### src/dcrf_pkg.sv
// Shared constants, codes and item types of the drop-counting ring FIFO.
`default_nettype none
package dcrf_pkg;

    localparam int CAPACITY   = 64;
    localparam int EVENT_BITS = 64;

    // The ring is the smallest power of two not below CAPACITY, kept within 2 to 64.
    function automatic int calc_ring_size(input int want);
        int size;
        size = 2;
        for (int i = 0; i < 6; i++) begin
            if (size < want && size < 64) begin
                size = size * 2;
            end
        end
        return size;
    endfunction

    localparam int RING_SIZE  = calc_ring_size(CAPACITY);
    localparam int IDX_BITS   = $clog2(RING_SIZE);
    localparam int SEQ_BITS   = 7;
    localparam int DROP_BITS  = 32;
    localparam int DATA_BITS  = 64;

    localparam logic OP_PUSH  = 1'b0;
    localparam logic OP_DRAIN = 1'b1;

    localparam logic [1:0] KIND_ACK   = 2'd0;
    localparam logic [1:0] KIND_EVENT = 2'd1;
    localparam logic [1:0] KIND_NONE  = 2'd2;

    typedef struct packed {
        logic                 op;
        logic [DATA_BITS-1:0] event_data;
        logic [SEQ_BITS-1:0]  drain_max;
    } request_t;

    typedef struct packed {
        logic [1:0]           kind;
        logic                 accepted;
        logic [DATA_BITS-1:0] event_out;
        logic                 last;
        logic [DROP_BITS-1:0] drops_so_far;
        logic [SEQ_BITS-1:0]  live_count;
    } result_t;

    // Commands from the controller to the datapath for the current cycle.
    typedef struct packed {
        logic push;
        logic pop;
        logic empty;
        logic last;
    } cmd_t;

endpackage
`default_nettype wire

### src/drop_counting_ring_fifo.sv
// Top level of the drop-counting ring FIFO.
//
//   channel   handshake              payload
//   request   start & !busy          request (op, event_data, drain_max)
//   result    strobe, one cycle      result (kind, accepted, event_out, last, ...)
//
// A push's acknowledgement appears in the cycle after the push is taken;
// pushes may follow each other every cycle.
// A drain that removes n events holds busy while it pops all but the first event,
// and emits one event per cycle, paced by the single read port of the slot memory.
// Reset clears the sequence counters and the drop counter; slot contents are not cleared.
// Results cannot be stalled: each one is valid for exactly one cycle.
`default_nettype none
module drop_counting_ring_fifo (
    input  wire logic               clk,
    input  wire logic               rst_n,
    input  wire logic               start,
    input  wire dcrf_pkg::request_t request,
    output logic                    busy,
    output logic                    strobe,
    output dcrf_pkg::result_t       result
);

    dcrf_pkg::cmd_t                cmd;
    logic [dcrf_pkg::SEQ_BITS-1:0] live;

    dcrf_controller u_ctrl (
        .clk       (clk),
        .rst_n     (rst_n),
        .start     (start),
        .op        (request.op),
        .drain_max (request.drain_max),
        .live      (live),
        .busy      (busy),
        .cmd       (cmd)
    );

    dcrf_datapath u_dp (
        .clk        (clk),
        .rst_n      (rst_n),
        .cmd        (cmd),
        .event_data (request.event_data),
        .live       (live),
        .strobe     (strobe),
        .result     (result)
    );

endmodule
`default_nettype wire

### src/dcrf_datapath.sv
// Ring storage, sequence counters, drop counter and result registers.
`default_nettype none
module dcrf_datapath (
    input  wire logic                            clk,
    input  wire logic                            rst_n,
    input  wire dcrf_pkg::cmd_t                  cmd,
    input  wire logic [dcrf_pkg::DATA_BITS-1:0]  event_data,
    output logic [dcrf_pkg::SEQ_BITS-1:0]        live,
    output logic                                 strobe,
    output dcrf_pkg::result_t                    result
);

    logic [dcrf_pkg::EVENT_BITS-1:0] mem [dcrf_pkg::RING_SIZE];
    logic [dcrf_pkg::EVENT_BITS-1:0] rd_data_reg;

    logic [dcrf_pkg::SEQ_BITS-1:0]  write_seq_reg, write_seq_next;
    logic [dcrf_pkg::SEQ_BITS-1:0]  read_seq_reg, read_seq_next;
    logic [dcrf_pkg::DROP_BITS-1:0] drop_reg, drop_next;

    logic                           strobe_reg;
    logic [1:0]                     kind_reg, kind_next;
    logic                           accepted_reg, accepted_next;
    logic                           last_reg;
    logic [dcrf_pkg::SEQ_BITS-1:0]  live_out_reg, live_out_next;

    logic full;
    logic do_write;

    assign live     = write_seq_reg - read_seq_reg;
    assign full     = live >= dcrf_pkg::SEQ_BITS'(dcrf_pkg::RING_SIZE);
    assign do_write = cmd.push && !full;

    always_comb
    begin
        write_seq_next = write_seq_reg;
        read_seq_next  = read_seq_reg;
        drop_next      = drop_reg;
        kind_next      = dcrf_pkg::KIND_ACK;
        accepted_next  = 1'b0;
        live_out_next  = live;
        if (cmd.push) begin
            if (full) begin
                drop_next = drop_reg + 1'b1;
            end else begin
                write_seq_next = write_seq_reg + 1'b1;
                accepted_next  = 1'b1;
                live_out_next  = live + 1'b1;
            end
        end else if (cmd.pop) begin
            read_seq_next = read_seq_reg + 1'b1;
            kind_next     = dcrf_pkg::KIND_EVENT;
            live_out_next = live - 1'b1;
        end else if (cmd.empty) begin
            kind_next = dcrf_pkg::KIND_NONE;
        end
    end

    always_ff @(posedge clk)
    begin
        if (do_write) begin
            mem[write_seq_reg[dcrf_pkg::IDX_BITS-1:0]] <=
                event_data[dcrf_pkg::EVENT_BITS-1:0];
        end
        // The slot at the read position is fetched every cycle; a pop shows it next cycle.
        rd_data_reg <= mem[read_seq_reg[dcrf_pkg::IDX_BITS-1:0]];
    end

    always_ff @(posedge clk or negedge rst_n)
    begin
        if (!rst_n) begin
            write_seq_reg <= '0;
            read_seq_reg  <= '0;
            drop_reg      <= '0;
            strobe_reg    <= 1'b0;
        end else begin
            write_seq_reg <= write_seq_next;
            read_seq_reg  <= read_seq_next;
            drop_reg      <= drop_next;
            strobe_reg    <= cmd.push || cmd.pop || cmd.empty;
        end
    end

    always_ff @(posedge clk)
    begin
        kind_reg     <= kind_next;
        accepted_reg <= accepted_next;
        last_reg     <= cmd.push || cmd.empty || cmd.last;
        live_out_reg <= live_out_next;
    end

    always_comb
    begin
        result.kind         = kind_reg;
        result.accepted     = accepted_reg;
        result.event_out    = '0;
        if (kind_reg == dcrf_pkg::KIND_EVENT) begin
            result.event_out = dcrf_pkg::DATA_BITS'(rd_data_reg);
        end
        result.last         = last_reg;
        result.drops_so_far = drop_reg;
        result.live_count   = live_out_reg;
    end

    assign strobe = strobe_reg;

endmodule
`default_nettype wire

### src/dcrf_controller.sv
// Sequencer that turns push and drain items into per-cycle datapath commands.
`default_nettype none
module dcrf_controller (
    input  wire logic                           clk,
    input  wire logic                           rst_n,
    input  wire logic                           start,
    input  wire logic                           op,
    input  wire logic [dcrf_pkg::SEQ_BITS-1:0]  drain_max,
    input  wire logic [dcrf_pkg::SEQ_BITS-1:0]  live,
    output logic                                busy,
    output dcrf_pkg::cmd_t                      cmd
);

    typedef enum logic {
        ST_IDLE,
        ST_DRAIN
    } state_t;

    state_t                        state_reg, state_next;
    logic [dcrf_pkg::SEQ_BITS-1:0] remain_reg, remain_next;
    logic [dcrf_pkg::SEQ_BITS-1:0] take;

    assign take = (live < drain_max) ? live : drain_max;

    always_comb
    begin
        state_next  = state_reg;
        remain_next = remain_reg;
        cmd         = '0;
        case (state_reg)
            ST_IDLE:
            begin
                if (start) begin
                    if (op == dcrf_pkg::OP_PUSH) begin
                        cmd.push = 1'b1;
                    end else if (take == '0) begin
                        cmd.empty = 1'b1;
                    end else begin
                        // The first event is popped in the same cycle the item is taken.
                        cmd.pop     = 1'b1;
                        cmd.last    = take == dcrf_pkg::SEQ_BITS'(1);
                        remain_next = take - 1'b1;
                        if (take != dcrf_pkg::SEQ_BITS'(1)) begin
                            state_next = ST_DRAIN;
                        end
                    end
                end
            end
            ST_DRAIN:
            begin
                cmd.pop     = 1'b1;
                cmd.last    = remain_reg == dcrf_pkg::SEQ_BITS'(1);
                remain_next = remain_reg - 1'b1;
                if (cmd.last) begin
                    state_next = ST_IDLE;
                end
            end
            default:
            begin
                state_next = ST_IDLE;
            end
        endcase
    end

    always_ff @(posedge clk or negedge rst_n)
    begin
        if (!rst_n) begin
            state_reg  <= ST_IDLE;
            remain_reg <= '0;
        end else begin
            state_reg  <= state_next;
            remain_reg <= remain_next;
        end
    end

    assign busy = state_reg == ST_DRAIN;

endmodule
`default_nettype wire
### config.mk
export PLATFORM = sky130hd
export DESIGN_NAME = drop_counting_ring_fifo
export DESIGN_NICKNAME = d
export VERILOG_FILES = /design/src/dcrf_pkg.sv /design/src/drop_counting_ring_fifo.sv /design/src/dcrf_datapath.sv /design/src/dcrf_controller.sv
export SDC_FILE = /design/constraint.sdc
export NUM_CORES = 2
export LEC_CHECK = 0
export BUFFER_PORTS_ARGS = -buffer_cell sky130_fd_sc_hd__clkbuf_2
export CELL_PAD_IN_SITES_DETAIL_PLACEMENT = 1
export CELL_PAD_IN_SITES_GLOBAL_PLACEMENT = 2
export CORE_ASPECT_RATIO = 0.7
export CORE_UTILIZATION = 35
export CTS_BUF_LIST = sky130_fd_sc_hd__clkbuf_8
export DETAILED_ROUTE_END_ITERATION = 10
export PLACE_DENSITY_LB_ADDON = 0.1
export RECOVER_POWER = 100
export SYNTH_ARGS = -nofsm -noshare
export SYNTH_HDL_FRONTEND = slang
export SYNTH_HIERARCHICAL = 1
export SYNTH_SLANG_ARGS = --single-unit
### constraint.sdc
create_clock -name clk -period 9.05 [get_ports clk]
set_input_delay 0.4525 -clock clk [delete_from_list [all_inputs] [get_ports clk]]
set_output_delay 0.4525 -clock clk [all_outputs]
set_load 0.01 [all_outputs]
==> flow_summary.yaml <==
run_status:
  outcome: "complete, but fails checks"
  violations: "capacitance limit, slew limit"
layout:
  fillers: 43000
  final_cell_mix: "4096 x edfxtp_1, 982 x mux4_2, 718 x clkbuf_8, 407 x a22oi_1, 283 x inv_1"
  largest_reg_flops: 4096
  regArea_mm2: 0.126
  final_common_cell: "edfxtp_1"
  final_cells: 14600
  drive_gt1_share_pct: 24.7
  syn_to_final_growth_pct: 13.1
  num-nets-final: 8063
  multi_input_area_mm2: 0.0323
global_routing:
  met3_usage_pct: 3.44
  use_met2_pct: 35.1
  grt_overflow_total: 0
  grt-busiest-layer: "met2"
  grt_max_degree: 116
  track_usage_pct: 22.7
  grtUsageMet1_pct: 34.2
  grt_pass1_vias: 85000
  grt_antenna_before_repair: 50
  grt_pass1_wl_um: 724000
placement:
  hpwl_um: 283000
  post-place-ws_ns: 1.72
  io_buffer_count: 183
  dp.cells: 13300
  gp_congestion: 0.743
sta:
  finalSetupViolations: 0
  timing.final.crit_share_pct: 93.2
  timing.final.ws_setup_ns: 0.618
  rsz0062_at_grt: "false"
  skew_ns: 0.0714
  slew_violations: 7737
  max_freq_ghz: 0.119
  worstMarginPinSlew_ns: 4.69
  whs_ns: 0.294
  fin_setup_tns_ns: 0
  period_minus_slack_ns: 8.43
  hold_viol_final: 0
  max_slew_margin_pct: -213
setup_path:
  crit_buf_inv: 2
  required_ns: 10.19
  crit_top_cell: "clkbuf_1"
  path_cells: "clkbuf_1 > nor2b_4 > nand2_1 > clkbuf_1 > o22ai_1 > a2111oi_1 > a31oi_1 > and3_1"
  worstPathArrival_ns: 9.57
  critPathKind: "reg2reg"
  cp_max_fo: 33
  worstSetupStartpointType: "flip-flop"
  max_stage_delay_ns: 2.50
  slowest_stage: "clkbuf_1"
  crit_family: "buffers and inverters"
  cp-end-kind: "flip-flop"
power_and_ir_drop:
  powerDensity_mw_per_mm2: 286
  leakage_nw: 56.9
  power.total_w: 0.0517
  irDropWorstVdd_mv: 0.230
synth:
  ys_seq_area_share_pct: 78.6
  syn-num-nets: 7284
  ys_seq_elements: 4226
  synth-edff-count: 4096
  yosys_most_used_dff: "edfxtp_1"
  ys_warn_count: 6
  syn_inst: 7186
  avgSynthCellArea_um2: 22.3
  syn_area_mm2: 0.160
  async_reset_ff_share_pct: 1.30
  synth_cell_types: 68
clock_tree:
  clk_path_buf_depth: 4
  cts_inserted_buffers: 676
  numClockSinks: 4226
  cts_tree: "yes"
  clock-root-buffer: "clkbuf_8"
  clkTransAtPathRegs_ns: 0.06
  postCtsSetupRepairBufs: 0
  insertion_delay_ns: 1.27
  htreeDepth: 6
drt:
  wl_per_cell_um: 36.5
  drc_errors: 0
  routed_wl_um: 531000
  via_per_inst: 5.62
  firstDrtPassIters: 5
  via_count: 81900
  postRouteAntennaNets: 0
  drt_iter0_markers: 8720
floorplanning:
  initial_core_util_pct: 35.2
  dieArea_mm2: 0.460
  die_y_um: 568
  ios: 184
  fp.dieW_um: 810
  core_area_mm2: 0.455
  num_rows: 207
flow_run:
  drv_cap: 210
hold_path:
  hold_path.class: "in2reg"
[where the power goes]
part / leakage, nW / switching (W) / internal (W)
clock: 7.20 / 0.00785 / 0.00752
combinational: 11.6 / 0.00862 / 0.00565
sequential: 38.1 / 0.000339 / 0.0217
[per-layer routing]
layer  up-vias  routed length, um
li1      32100                  -
met1     46000             245000
met2      2975             242000
met3       719              32700
met4        14              11300
met5         -                 87
[worst register-to-register path: cells and delay by family (launching register included)]
family                 cells  cell delay [ns]
and+or+nand+nor            3             1.60
DFF                        1             0.74
AOI/OAI and AO/OA          3             1.75
buffers and inverters      2             4.22
[cell type report]
cell class                      count  area share, %
Antenna cell                       13         0.0180
Tap cell                         6061           4.19
Timing Repair Buffer              512           1.68
Multi-Input combinational cell   2521           17.8
Sequential cell                  4226           69.5
Clock inverter                    496           1.30
Inverter                           28         0.0587
Clock buffer                      718           5.45
[final timing paths]
kind                                              to                 start  slack, ns  depth (start not counted)
worst max-delay path            u_dp/rd_data_reg[17]  u_dp/read_seq_reg[2]       0.62                          8
worst min-delay path                u_dp/drop_reg[3]           request[71]       0.29                          6
max in group asynchronous       u_dp/read_seq_reg[3]                 rst_n       4.85                          4
worst max register to register  u_dp/rd_data_reg[17]  u_dp/read_seq_reg[2]       0.62                          8
min in group asynchronous                u_ctrl/busy                 rst_n       1.62                          4
worst min register to register     u_dp/drop_reg[31]     u_dp/drop_reg[31]       0.48                          1
[Yosys cell counts, drive strengths merged (44+ instances only)]
cell type / number / area [um^2]
dfxtp: 75 / 1500
mux4: 982 / 22100
nand3: 135 / 676
and3: 49 / 307
clkbuf: 191 / 718
mux2i: 91 / 911
nor2: 89 / 334
buf: 220 / 1310
a31oi: 46 / 288
a21oi: 127 / 636
nand2: 189 / 709
and2: 73 / 457
dfrtp: 55 / 1380
o21ai: 58 / 290
o22ai: 44 / 275
edfxtp: 4096 / 123000
a22oi: 411 / 3110
[stage by stage]
stage / instance area [um^2] / utilization (%)
final: 181000 / 39.8
after global routing: 181000 / 39.8
after CTS: 182000 / 40.1
after detailed placement: 170000 / 37.3
after global placement: 170000 / 37.3
after floorplan: 160000 / -
[kinds of logic (layout without fill, tap and decap cells)]
kind of cell | after synthesis | in the layout | share of synthesized area [%]
adder cells (fa/ha/maj) | 23 | 23 | 0.184
AND/OR/NAND/NOR | 614 | 614 | 1.89
flip-flops | 4226 | 4226 | 78.6
XOR/XNOR | 63 | 63 | 0.345
buffers and inverters | 439 | 1754 | 1.33
other | 0 | 13 | 0
AO/OA/AOI/OAI | 746 | 746 | 3.24
multiplexers | 1075 | 1075 | 14.4
[what timing repair did]
action,4_1_cts,5_1_grt
hold buffers,47,2
gates resized for setup,0,0
endpoints found under the hold margin,1770,128
No activity file was read; power rests on OpenSTA's default activity.
